[src/rtl/core/led_blink_pattern_generator_assert.svh]
// Assertion macros for the LED blink pattern generator.
// Used by the top level; needs clk and arst_n in the including scope.
`ifndef LED_BLINK_PATTERN_GENERATOR_ASSERT_SVH
`define LED_BLINK_PATTERN_GENERATOR_ASSERT_SVH

// check a property every clock edge outside reset
`define LBPG_ASSERT(lbl, prop, msg) \
	lbl: assert property (@(posedge clk) disable iff (!arst_n) (prop)) else $error(msg);

// check that a condition implies a property at the same edge
`define LBPG_ASSERT_IMPLY(lbl, cond, prop, msg) \
	lbl: assert property (@(posedge clk) disable iff (!arst_n) (cond) |-> (prop)) \
		else $error(msg);

// check that a condition implies a property at the next edge
`define LBPG_ASSERT_NEXT(lbl, cond, prop, msg) \
	lbl: assert property (@(posedge clk) disable iff (!arst_n) (cond) |=> (prop)) \
		else $error(msg);

`endif

[src/rtl/core/lbpg_pkg.sv]
// Shared types, constants and helper functions of the LED blink pattern generator.
// No dependencies.
package lbpg_pkg;

	localparam int TIME_W = 32;
	localparam int REM_W  = 16;
	localparam int CNT_W  = $clog2(TIME_W);
	localparam int ELAP_W = 9;

	localparam logic [REM_W-1:0]  PREVIEW_DEFAULT_MS = 16'd800;
	localparam logic [REM_W-1:0]  PULSE_ON_MS        = 16'd120;
	localparam logic [REM_W-1:0]  PULSE_GAP_MS       = 16'd80;
	localparam logic [REM_W-1:0]  PULSE_STEP_MS      = PULSE_ON_MS + PULSE_GAP_MS;
	localparam logic [ELAP_W-1:0] CONFIRM_LIMIT_MS   = 9'd400;
	localparam logic [ELAP_W-1:0] ELAPSED_SAT        = 9'd401;
	localparam logic [7:0]        FULL               = 8'd255;

	localparam logic OP_TICK = 1'b0;
	localparam logic OP_SET  = 1'b1;

	typedef enum logic [1:0] {
		CFG_PERIOD      = 2'd0,
		CFG_ACTIVE_HIGH = 2'd1,
		CFG_IS_RGB      = 2'd2,
		CFG_PIN_PRESENT = 2'd3
	} cfg_idx_t;

	typedef enum logic [2:0] {
		MODE_OFF       = 3'd0,
		MODE_ON        = 3'd1,
		MODE_PV_SHORT  = 3'd2,
		MODE_PV_LONG   = 3'd3,
		MODE_PV_VLONG  = 3'd4,
		MODE_CF_SHORT  = 3'd5,
		MODE_CF_LONG   = 3'd6,
		MODE_CF_VLONG  = 3'd7
	} mode_t;

	typedef enum logic [1:0] {
		ST_IDLE,
		ST_RUN,
		ST_HOLD
	} state_t;

	typedef struct packed {
		logic       op;
		logic [2:0] new_mode;
	} in_item_t;

	typedef struct packed {
		logic       pin_write;
		logic       pin_level;
		logic       colour_write;
		logic [7:0] red;
		logic [7:0] green;
		logic [7:0] blue;
		logic [2:0] mode_now;
	} out_item_t;

	typedef struct packed {
		logic [REM_W-1:0] period_ms;
		logic             active_high;
		logic             is_rgb;
		logic             pin_present;
	} cfg_t;

	typedef struct packed {
		logic             done;
		logic [REM_W-1:0] rem;
	} rem_sts_t;

	function automatic logic [1:0] pulse_count(mode_t m);
		logic [1:0] n;
		unique case (m) inside
			MODE_PV_SHORT, MODE_CF_SHORT: n = 2'd1;
			MODE_PV_LONG, MODE_CF_LONG:   n = 2'd2;
			MODE_PV_VLONG, MODE_CF_VLONG: n = 2'd3;
			default:                      n = 2'd0;
		endcase
		return n;
	endfunction

	// one full toggle sequence of a confirm mode: 2n slots of PULSE_ON_MS
	function automatic logic [REM_W-1:0] confirm_span(mode_t m);
		logic [REM_W-1:0] s;
		unique case (pulse_count(m))
			2'd1:    s = REM_W'(2 * PULSE_ON_MS);
			2'd2:    s = REM_W'(4 * PULSE_ON_MS);
			2'd3:    s = REM_W'(6 * PULSE_ON_MS);
			default: s = PREVIEW_DEFAULT_MS;
		endcase
		return s;
	endfunction

endpackage

[src/rtl/core/led_blink_pattern_generator.sv]
// LED blink pattern generator top level: sequencer, state, settings, output register.
// Depends on lbpg_pkg, lbpg_rem_unit, lbpg_eval and the assertion macro header.
//
//  channel | direction | handshake            | payload
//  in      | to block  | in_valid / in_ready  | in_data (in_item_t)
//  out     | from block| out_valid / out_ready| out_data (out_item_t)
//  cfg     | to block  | cfg_valid / cfg_ready| cfg_index, cfg_data
//
// When the result is taken at once, an item passes in order through acceptance, the
// remainder unit (one bit of the time counter per cycle), loading of the result
// register and transfer. A new item is accepted only once the last one is sent.
// Reset puts the block in idle, mode off, time and elapsed timer at zero.
// A stalled result holds the block; cfg_ready is always high.
`include "led_blink_pattern_generator_assert.svh"

module led_blink_pattern_generator
	import lbpg_pkg::*;
(
	input  logic       clk,
	input  logic       arst_n,
	input  logic       in_valid,
	output logic       in_ready,
	input  in_item_t   in_data,
	output logic       out_valid,
	input  logic       out_ready,
	output out_item_t  out_data,
	input  logic       cfg_valid,
	output logic       cfg_ready,
	input  cfg_idx_t   cfg_index,
	input  logic [15:0] cfg_data
);

	state_t            state_q;
	state_t            state_d;
	cfg_t              cfg_q;
	mode_t             mode_q;
	mode_t             mode_in;
	logic [TIME_W-1:0] time_q;
	logic [TIME_W-1:0] time_d;
	logic [ELAP_W-1:0] elapsed_q;
	out_item_t         out_q;
	out_item_t         res;
	rem_sts_t          rem_sts;
	logic              start;
	logic [REM_W-1:0]  divisor;
	logic [REM_W-1:0]  period;

	assign cfg_ready = 1'b1;
	assign mode_in   = (in_data.op == OP_SET) ? mode_t'(in_data.new_mode) : mode_q;
	assign time_d    = (in_data.op == OP_TICK) ? time_q + 1'b1 : time_q;
	assign period    = (cfg_q.period_ms == '0) ? PREVIEW_DEFAULT_MS : cfg_q.period_ms;
	assign divisor   = (mode_in >= MODE_CF_SHORT) ? confirm_span(mode_in) : period;

	always_ff @(posedge clk or negedge arst_n) begin
		if (!arst_n) begin
			state_q <= ST_IDLE;
		end else begin
			state_q <= state_d;
		end
	end

	always_comb begin
		state_d   = state_q;
		in_ready  = 1'b0;
		out_valid = 1'b0;
		start     = 1'b0;
		unique case (state_q)
			ST_IDLE: begin
				in_ready = 1'b1;
				if (in_valid) begin
					start   = 1'b1;
					state_d = ST_RUN;
				end
			end
			ST_RUN: begin
				if (rem_sts.done) begin
					state_d = ST_HOLD;
				end
			end
			ST_HOLD: begin
				out_valid = 1'b1;
				if (out_ready) begin
					state_d = ST_IDLE;
				end
			end
			default: state_d = ST_IDLE;
		endcase
	end

	always_ff @(posedge clk or negedge arst_n) begin
		if (!arst_n) begin
			cfg_q.period_ms   <= '0;
			cfg_q.active_high <= 1'b1;
			cfg_q.is_rgb      <= 1'b0;
			cfg_q.pin_present <= 1'b1;
		end else if (cfg_valid) begin
			unique case (cfg_index)
				CFG_PERIOD:      cfg_q.period_ms   <= cfg_data;
				CFG_ACTIVE_HIGH: cfg_q.active_high <= cfg_data[0];
				CFG_IS_RGB:      cfg_q.is_rgb      <= cfg_data[0];
				CFG_PIN_PRESENT: cfg_q.pin_present <= cfg_data[0];
				default:         cfg_q.period_ms   <= cfg_q.period_ms;
			endcase
		end
	end

	always_ff @(posedge clk or negedge arst_n) begin
		if (!arst_n) begin
			mode_q    <= MODE_OFF;
			time_q    <= '0;
			elapsed_q <= '0;
		end else if (start) begin
			mode_q <= mode_in;
			time_q <= time_d;
			if (in_data.op == OP_SET) begin
				elapsed_q <= '0;
			end else if (elapsed_q < ELAPSED_SAT) begin
				elapsed_q <= elapsed_q + 1'b1;
			end
		end else if (state_q == ST_RUN && rem_sts.done) begin
			mode_q <= mode_t'(res.mode_now);
		end
	end

	always_ff @(posedge clk) begin
		if (state_q == ST_RUN && rem_sts.done) begin
			out_q <= res;
		end
	end

	assign out_data = out_q;

	lbpg_rem_unit u_rem (
		.clk      (clk),
		.arst_n   (arst_n),
		.start    (start),
		.dividend (time_d),
		.divisor  (divisor),
		.sts      (rem_sts)
	);

	lbpg_eval u_eval (
		.mode    (mode_q),
		.elapsed (elapsed_q),
		.rem     (rem_sts.rem),
		.cfg     (cfg_q),
		.res     (res)
	);

	`LBPG_ASSERT(a_no_overlap, !(in_ready && out_valid), "input and output open together")
	`LBPG_ASSERT_IMPLY(a_done_in_run, rem_sts.done, state_q == ST_RUN, "remainder done outside run")
	`LBPG_ASSERT_NEXT(a_accept_runs, in_valid && in_ready, state_q == ST_RUN, "accept did not start run")
	`LBPG_ASSERT(a_elapsed_sat, elapsed_q <= ELAPSED_SAT, "elapsed timer past saturation")

endmodule

[src/rtl/core/lbpg_rem_unit.sv]
// Bit-serial restoring remainder unit: 32-bit dividend by 16-bit divisor.
// One dividend bit per cycle. Depends on lbpg_pkg.
module lbpg_rem_unit
	import lbpg_pkg::*;
(
	input  logic              clk,
	input  logic              arst_n,
	input  logic              start,
	input  logic [TIME_W-1:0] dividend,
	input  logic [REM_W-1:0]  divisor,
	output rem_sts_t          sts
);

	logic              run_q;
	logic              done_q;
	logic [CNT_W-1:0]  cnt_q;
	logic [TIME_W-1:0] dvd_q;
	logic [REM_W-1:0]  div_q;
	logic [REM_W-1:0]  rem_q;
	logic [REM_W:0]    shifted;
	logic [REM_W:0]    diff;

	assign shifted = {rem_q, dvd_q[TIME_W-1]};
	assign diff    = shifted - {1'b0, div_q};

	always_ff @(posedge clk or negedge arst_n) begin
		if (!arst_n) begin
			run_q  <= 1'b0;
			done_q <= 1'b0;
			cnt_q  <= '0;
		end else begin
			done_q <= 1'b0;
			if (start) begin
				run_q <= 1'b1;
				cnt_q <= '0;
			end else if (run_q) begin
				cnt_q <= cnt_q + 1'b1;
				if (cnt_q == CNT_W'(TIME_W - 1)) begin
					run_q  <= 1'b0;
					done_q <= 1'b1;
				end
			end
		end
	end

	always_ff @(posedge clk) begin
		if (start) begin
			dvd_q <= dividend;
			div_q <= divisor;
			rem_q <= '0;
		end else if (run_q) begin
			dvd_q <= {dvd_q[TIME_W-2:0], 1'b0};
			if (!diff[REM_W]) begin
				rem_q <= diff[REM_W-1:0];
			end else begin
				rem_q <= shifted[REM_W-1:0];
			end
		end
	end

	assign sts.done = done_q;
	assign sts.rem  = rem_q;

endmodule

[src/rtl/core/lbpg_eval.sv]
// Pattern evaluation: turns mode, remainder and settings into one result item.
// Depends on lbpg_pkg.
module lbpg_eval
	import lbpg_pkg::*;
(
	input  mode_t             mode,
	input  logic [ELAP_W-1:0] elapsed,
	input  logic [REM_W-1:0]  rem,
	input  cfg_t              cfg,
	output out_item_t         res
);

	logic       lit;
	logic       mono;
	logic       colour;
	logic [1:0] n;
	mode_t      mode_next;

	always_comb begin
		n         = pulse_count(mode);
		lit       = 1'b0;
		mono      = 1'b0;
		colour    = 1'b0;
		mode_next = mode;
		res       = '0;
		unique case (mode) inside
			MODE_OFF, MODE_ON: begin
				lit  = (mode == MODE_ON);
				mono = 1'b1;
				if (cfg.is_rgb) begin
					res.colour_write = 1'b1;
					res.red          = lit ? FULL : 8'd0;
					res.green        = lit ? FULL : 8'd0;
					res.blue         = lit ? FULL : 8'd0;
				end
			end
			MODE_PV_SHORT, MODE_PV_LONG, MODE_PV_VLONG: begin
				colour = cfg.is_rgb;
				mono   = !cfg.is_rgb;
				lit    = (rem < PULSE_ON_MS)
					|| (n >= 2'd2 && rem >= PULSE_STEP_MS
						&& rem < PULSE_STEP_MS + PULSE_ON_MS)
					|| (n == 2'd3 && rem >= REM_W'(2 * PULSE_STEP_MS)
						&& rem < REM_W'(2 * PULSE_STEP_MS + PULSE_ON_MS));
			end
			default: begin
				colour = cfg.is_rgb;
				mono   = !cfg.is_rgb;
				// lit on even slots of PULSE_ON_MS
				lit    = !((rem >= PULSE_ON_MS && rem < REM_W'(2 * PULSE_ON_MS))
					|| (rem >= REM_W'(3 * PULSE_ON_MS) && rem < REM_W'(4 * PULSE_ON_MS))
					|| (rem >= REM_W'(5 * PULSE_ON_MS) && rem < REM_W'(6 * PULSE_ON_MS)));
				if (elapsed > CONFIRM_LIMIT_MS) begin
					mode_next = MODE_OFF;
				end
			end
		endcase
		if (colour) begin
			res.colour_write = 1'b1;
			unique case (n)
				2'd1: begin
					res.red   = FULL;
					res.green = FULL;
					res.blue  = FULL;
				end
				2'd2: begin
					res.red   = 8'd0;
					res.green = FULL;
					res.blue  = FULL;
				end
				default: begin
					res.red   = FULL;
					res.green = 8'd0;
					res.blue  = 8'd0;
				end
			endcase
		end
		if (mono && cfg.pin_present) begin
			res.pin_write = 1'b1;
			res.pin_level = (lit == cfg.active_high);
		end
		res.mode_now = mode_next;
	end

endmodule
[config.mk]
export PLATFORM = sky130hd
export DESIGN_NAME = led_blink_pattern_generator
export DESIGN_NICKNAME = d
export VERILOG_FILES = /design/src/rtl/core/lbpg_pkg.sv /design/src/rtl/core/led_blink_pattern_generator.sv /design/src/rtl/core/lbpg_rem_unit.sv /design/src/rtl/core/lbpg_eval.sv
export VERILOG_INCLUDE_DIRS = /design/src /design/src/rtl/core
export SDC_FILE = /design/constraint.sdc
export NUM_CORES = 1
export LEC_CHECK = 0
export BUFFER_PORTS_ARGS = -buffer_cell sky130_fd_sc_hd__clkbuf_2
export CORE_MARGIN = 5
export CORE_UTILIZATION = 35
export DETAILED_ROUTE_END_ITERATION = 7
export GPL_ROUTABILITY_DRIVEN = 0
export RECOVER_POWER = 50
export SLEW_MARGIN = 10
export SYNTH_ARGS = -nofsm -noshare
export SYNTH_HDL_FRONTEND = slang
export SYNTH_SLANG_ARGS = --single-unit
[constraint.sdc]
create_clock -name clk -period 3.78 [get_ports clk]
set_input_delay 0.189 -clock clk [delete_from_list [all_inputs] [get_ports clk]]
set_output_delay 0.189 -clock clk [all_outputs]
set_load 0.05 [all_outputs]
=== After elaboration in Yosys (flattened, before gate mapping) ===
Index checks and enable logic that the tools add are counted.
Widths: inputs -> output; s select.

* Output and inout port bits: 33
* Bits in registers: 166

* Multiplexer cells: 41
* Reduce and logical (&&, ||, !) cells: 37
* Magnitude comparators: 15
* Equality and inequality tests: 29
* $add $sub $neg: 4

{| class="wikitable"
|+ Operators by type and width
! cell !! number
|-
| $mux 32 || 3
|-
| $mux 25 || 2
|-
| $mux 16 || 3
|-
| $pmux 24 s2 || 1
|-
| $add 32x1->32 const B || 1
|-
| $ge 16x9->1 const B || 2
|-
| $lt 16x10->1 const B || 2
|-
| $lt 16x9->1 const B || 2
|-
| $pmux 10 s3 || 1
|-
| $eq 3x3->1 const B || 8
|-
| $mux 24 || 1
|-
| $mux 9 || 2
|-
| $pmux 2 s3 || 3
|-
| $sub 17x16->17 || 1
|-
| $ge 16x10->1 const B || 1
|-
| $ge 16x7->1 const B || 1
|-
| $ge 16x8->1 const B || 1
|-
| $logic_not 16->1 || 1
|-
| $lt 16x7->1 const B || 1
|-
| $lt 16x8->1 const B || 1
|-
| $mux 3 || 5
|-
| $eq 2x2->1 const B || 7
|-
| $reduce_or 2->1 || 7
|-
| $eq 3x2->1 const B || 4
|-
| other kinds (27) || 65
|}

=== Logic depth before layout (Yosys ltp) ===
* Word-level depth: 11
* Gate-level depth with buffers: 12

=== Hierarchy ===
Synthesis repeated with hierarchy kept, for this count alone.

* Cell total of the unflattened synthesis: 821
* Area total of the unflattened synthesis: 9,046.2 um^2

{| class="wikitable"
|+ Modules (own cells, without submodules)
! module !! cells an instance !! seq. area each (um^2) !! times used !! area an instance (um^2)
|-
| led_blink_pattern_generator || 419 || 2,529.9 || 1 || 4,743.3
|-
| lbpg_rem_unit || 315 || 1,936.9 || 1 || 3,691.0
|-
| lbpg_eval || 87 || 0.0 || 1 || 611.8
|}

=== Worst setup path before layout ===
Ideal clock, no wire load.

* Path type: register -> register
* Start: reg state_q[1]
* End: reg u_rem.dvd_q[0] (enable)
* Buffers on the path: 3
* Data required time: 3,391 ps
* Path slack: 770 ps
* Period minus slack after synthesis: 3,010 ps
* Arrival time: 2,621 ps
* Cell stages (with the launch flop): 7
* Cells stage by stage: dfrtp_1 > nor2_1 > nand2_1 > clkbuf_1 > clkbuf_1 > buf_1 > nand2_1

* Cells in the longest elaborated chain, start to end: 3

{| class="wikitable"
|+ Ends and longest elaborated chain
! what !! RTL line !! text
|-
| start: declaration || led_blink_pattern_generator.sv:33 || <nowiki>state_t state_q;</nowiki>
|-
| start signal: assignment || led_blink_pattern_generator.sv:58 || <nowiki>state_q <= state_d;</nowiki>
|-
| $logic_not 2->1 || led_blink_pattern_generator.sv:67 || <nowiki>unique case (state_q)</nowiki>
|-
| $mux 1 || led_blink_pattern_generator.sv:67 ||
|-
| $reduce_bool 2->1 (no source line) || - ||
|-
| end signal: assignment || lbpg_rem_unit.sv:48 || <nowiki>dvd_q <= dividend;</nowiki>
|-
| end signal: assignment || lbpg_rem_unit.sv:52 || <nowiki>dvd_q <= {dvd_q[TIME_W-2:0], 1'b0};</nowiki>
|-
| end: declaration || lbpg_rem_unit.sv:17 || <nowiki>logic [TIME_W-1:0] dvd_q;</nowiki>
|}

Every way passes these cells.
A chain may end at the register's enable or synchronous reset.

=== Final worst setup path ===
* Start: reg state_q[1]
* End: reg mode_q[0]

* Cells in the longest elaborated chain, start to end: 3
* Elaborated cells on any way between the ends: 6

{| class="wikitable"
|+ Ends and longest elaborated chain
! what !! RTL line !! text
|-
| $logic_not 2->1 / $eq 2x1->1 (equally long branches) || led_blink_pattern_generator.sv:67, led_blink_pattern_generator.sv:120 ||
|-
| $mux 1 / $logic_and 1x1->1 (equally long branches) || led_blink_pattern_generator.sv:67, led_blink_pattern_generator.sv:120 ||
|-
| $mux 3 / $reduce_bool 2->1 (equally long branches) || - ||
|-
| end signal: assignment || led_blink_pattern_generator.sv:113 || <nowiki>mode_q <= mode_in;</nowiki>
|-
| end signal: assignment || led_blink_pattern_generator.sv:121 || <nowiki>mode_q <= mode_t'(res.mode_now);</nowiki>
|-
| end: declaration || led_blink_pattern_generator.sv:36 || <nowiki>mode_t mode_q;</nowiki>
|}

Several ways; a longest one is shown, not always the timed one.

==> key figures <==
Floorplan
  – Die height: approximately 160 µm
  – CORE AREA: 0.0225 mm²
  – I/O Pins: 60
  – Starting Density: 0.353
  – Die W: 161 µm
  – Die area: 0.0258 mm²
  – Cell row count: 55

Global routing
  – Vias in the first global route: 5,437
  – Initial antenna violation count: 2
  – Total gr overflow: 0
  – First-pass GRT wire length: 27,000 µm
  – Total GRT Usage: 0.128
  – Largest net degree at the start of global routing: 73

Clocking
  – Htree depth: 4
  – CTS Hold Bufs: 14
  – TritonCTS clock tree: built
  – Clock sinks: 144
  – Maximum clock path buffer count: 2
  – CTS-repair resized insts: 0
  – Worst-path clk slew: 60 ps
  – Worst-Skew Late Latency: about 430 ps
  – CTS root buf: clkbuf_16
  – Number of setup buffers added after CTS: 0
  – Total CTS buffers: 17

Critical path
  – Worst path bufs/invs: 3
  – Startpoint types: flip-flop
  – Worst path slowest cell: clkbuf_1
  – Max incr delay on CP: 570 ps
  – Critical path endpoint category: flip-flop
  – WP data arrival: 3280 ps
  – Crit path max-delay family: buffers and inverters
  – CP cell instances: nor2_1 > nand2_1 > clkbuf_1 > inv_1 > clkbuf_1 > nor2_1 > a21o_1 > nand2_1 > o21ai_0
  – Critical path type: flip-flop to flip-flop
  – Required time worst endpoint: 4050 ps
  – CP Max Fanout: 24

STA
  – Fmax: about 0.33 GHz
  – Slew Limit Fails: 73
  – Post-route clock period utilization: 0.798
  – Slew margin rel.: -0.234
  – Setup TNS: 0 ps
  – RSZ-0062 raised after global routing: no
  – Tmin final: 3020 ps
  – Worst Max-Slew Pin Slew: around 1900 ps
  – Skew final: 6.91 ps
  – Final hold violations: 0
  – Final setup viols: 0

Yosys
  – Post-synth EDFFs: 56
  – Async SR Flop Fraction: 0.500
  – Synth Flop Type: dfrtp_1
  – Top post-synthesis cells by area: dfrtp_1 22%, edfxtp_1 21%, xnor2_1 5.3%
  – Syn_area_per_cell: 10.0 µm²
  – Synthesized Nets: between 800 and 900
  – Synth cell types: 69
  – Adder-cell share of the synthesized area: 0.0432
  – Post-synthesis xor/xnor area fraction: 0.0995
  – Complex-gate fraction of the synthesized area: 0.105
  – Largest family of logic cells by synthesized area: simple AND/OR/NAND/NOR gates
  – Multiplexer share of the synthesized area: 0.0523
  – Yosys warns: 0
  – Post-synth top area cell: dfrtp_1
  – Part of the Yosys area used for sequential elements: 0.480
  – Post-Synthesis Cell Area: around 0.0079 mm²
  – Simple logic cell fraction of the synthesized area: 0.165
  – Mapped Cells: just under 800
  – Synthesized flop and latch total: 144
  – Share of the synthesized area in the top cell type: 0.221

Cells and area
  – # fillers: 2,188
  – # nets final: between 800 and 900
  – Most common cell after layout, fill and taps aside: nand2_1
  – Most frequent cells in the layout: 89 x nand2_1, 70 x dfrtp_1, 67 x nor2_1
  – Share of cells above drive strength 1: 0.120
  – Finished Core Util: 0.401
  – Layout area overhead: 13.6%

Power
  – Comb power frac: 0.357
  – Clock power frac: 0.256
  – Internal: between 4 and 5 mW
  – Sw frac: 0.358
  – Net Sw Power: roughly 2.3 mW
  – Pwr dens: between 700 and 800 mW/mm²
  – Pleak: 3.83 nW
  – Sequential Power Share: 0.387
  – Peak VDD IR: ~0.00038 V

Outcome
  – Run status: finished, violations left
  – Failing checks: max-capacitance violations, max-slew violations

Worst hold path
  – Classification of the worst-slack hold path: input port to flip-flop

Routing
  – Via count: between 5,000 and 6,000
  – Drt wl/cell: between 10 and 15 µm
  – DRT Pass-1 Iters: 5
  – Avg Vias per Cell: 4.91
  – Routed wire length: 15,800 µm
  – Detailed router's first-iteration violation count: 250
  – Residual DRC: 0
  – Antenna-violating nets left: 0

Job
  – Max-cap check violation count: 1

Placed design
  – Post-DP HPWL: between 10,000 and 15,000 µm
  – Port Buffers: a little under 60
[worst min-delay path: stages]
cell,delay (ps)
clkbuf_2,100
nand2_1,40
o21ai_0,70
[registers in the layout, summed over array words and instances, names as in the netlist, 5 cells and up]
name / count
u_rem.div_q: 16
out_data: 8
cfg_q: 19
u_rem.dvd_q: 32
u_rem.cnt_q: 5
time_q: 32
u_rem.rem_q: 16
elapsed_q: 9
[metrics by stage]
stage                     area (µm²)  power, mW  hold slack (ps)  cells  setup slack [ps]
final                           9020       6.54             18.9   1135               763
after floorplan                 7940       4.43             -107    791               770
after detailed placement        8350       4.91              405   1087               815
after global placement          8350       4.87              402   1087               885
after CTS                       9080       6.63             7.50   1133               796
after global routing            9020       7.05             21.3   1135               428
[final cells by class]
type	instances	area [µm²]	area share
inverter	31	116	0.0129
tap	285	357	0.0395
antenna	2	5.00	0.000555
clock inverter	13	133	0.0147
clock buffer	19	453	0.0502
timing repair buffer	82	449	0.0498
multi-input combinational	559	3700	0.410
sequential	144	3810	0.422
[Yosys cell counts, types with 2 or more instances]
cell type and count:
a211oi_1 2, a21boi_0 2, a21o_1 7, a21oi_1 33, a22oi_1 3, a31oi_1 3
a41oi_1 2, and2_1 18, and3_1 12, and4_1 4, buf_1 2, buf_2 2
buf_4 23, clkbuf_1 29, dfrtp_1 70, dfstp_2 2, dfxtp_1 16, edfxtp_1 56
ha_1 25, inv_1 31, mux2_2 20, mux2i_1 19, nand2_1 89, nand2b_1 4
nand3_1 24, nand4_1 8, nand4b_1 2, nor2_1 67, nor2_2 2, nor2b_1 9
nor3_1 7, nor3b_1 2, nor4_1 6, o211ai_1 4, o21ai_0 62, o21ai_1 3
o21ai_2 2, o31ai_1 2, or3_1 2, xnor2_1 48, xor2_1 39
[path summary, 6_finish.rpt]
kind	from	endpoint	slack (ps)	depth (start not counted)
hold / removal	cfg_data[5]	cfg_q[8]$_DFFE_PN0P_	20	3
setup reg to reg	state_q[1]$_DFFE_PN0P_	mode_q[0]$_DFFE_PN0P_	760	9
hold reg to reg	state_q[1]$_DFFE_PN0P_	state_q[0]$_DFFE_PN0P_	480	1
max in group asynchronous	arst_n	mode_q[1]$_DFFE_PN0P_	1870	2
min in group asynchronous	arst_n	time_q[21]$_DFFE_PN0P_	800	2
setup / recovery	state_q[1]$_DFFE_PN0P_	mode_q[0]$_DFFE_PN0P_	760	9
[logic make-up (layout without fill, tap and decap cells)]
group | after synthesis | after routing
other | 1 | 3
flip-flops | 144 | 144
buffers and inverters | 88 | 145
AO/OA/AOI/OAI | 138 | 138
multiplexers | 39 | 39
XOR/XNOR | 88 | 88
AND/OR/NAND/NOR | 266 | 266
adder cells (fa/ha/maj) | 27 | 27
[power by group through the flow]
stage | clock [mW] | combinational (mW) | sequential [mW]
3_5_place_dp | 0 | 2.35 | 2.56
3_3_place_gp | 0 | 2.31 | 2.56
5_1_grt | 1.79 | 2.66 | 2.60
6_report | 1.68 | 2.34 | 2.53
4_1_cts | 1.72 | 2.37 | 2.54
2_1_floorplan | 0 | 2.02 | 2.41
[routing by layer]
layer  global-route usage  share of wire  vias up
met5                    0              0        -
met4               0.0344          0.011        0
met3               0.0336          0.034       18
met2                0.220           0.51       76
met1                0.159           0.45     2678
li1                     -              -     2802
Note: power is estimated with default switching activity, not from simulation.
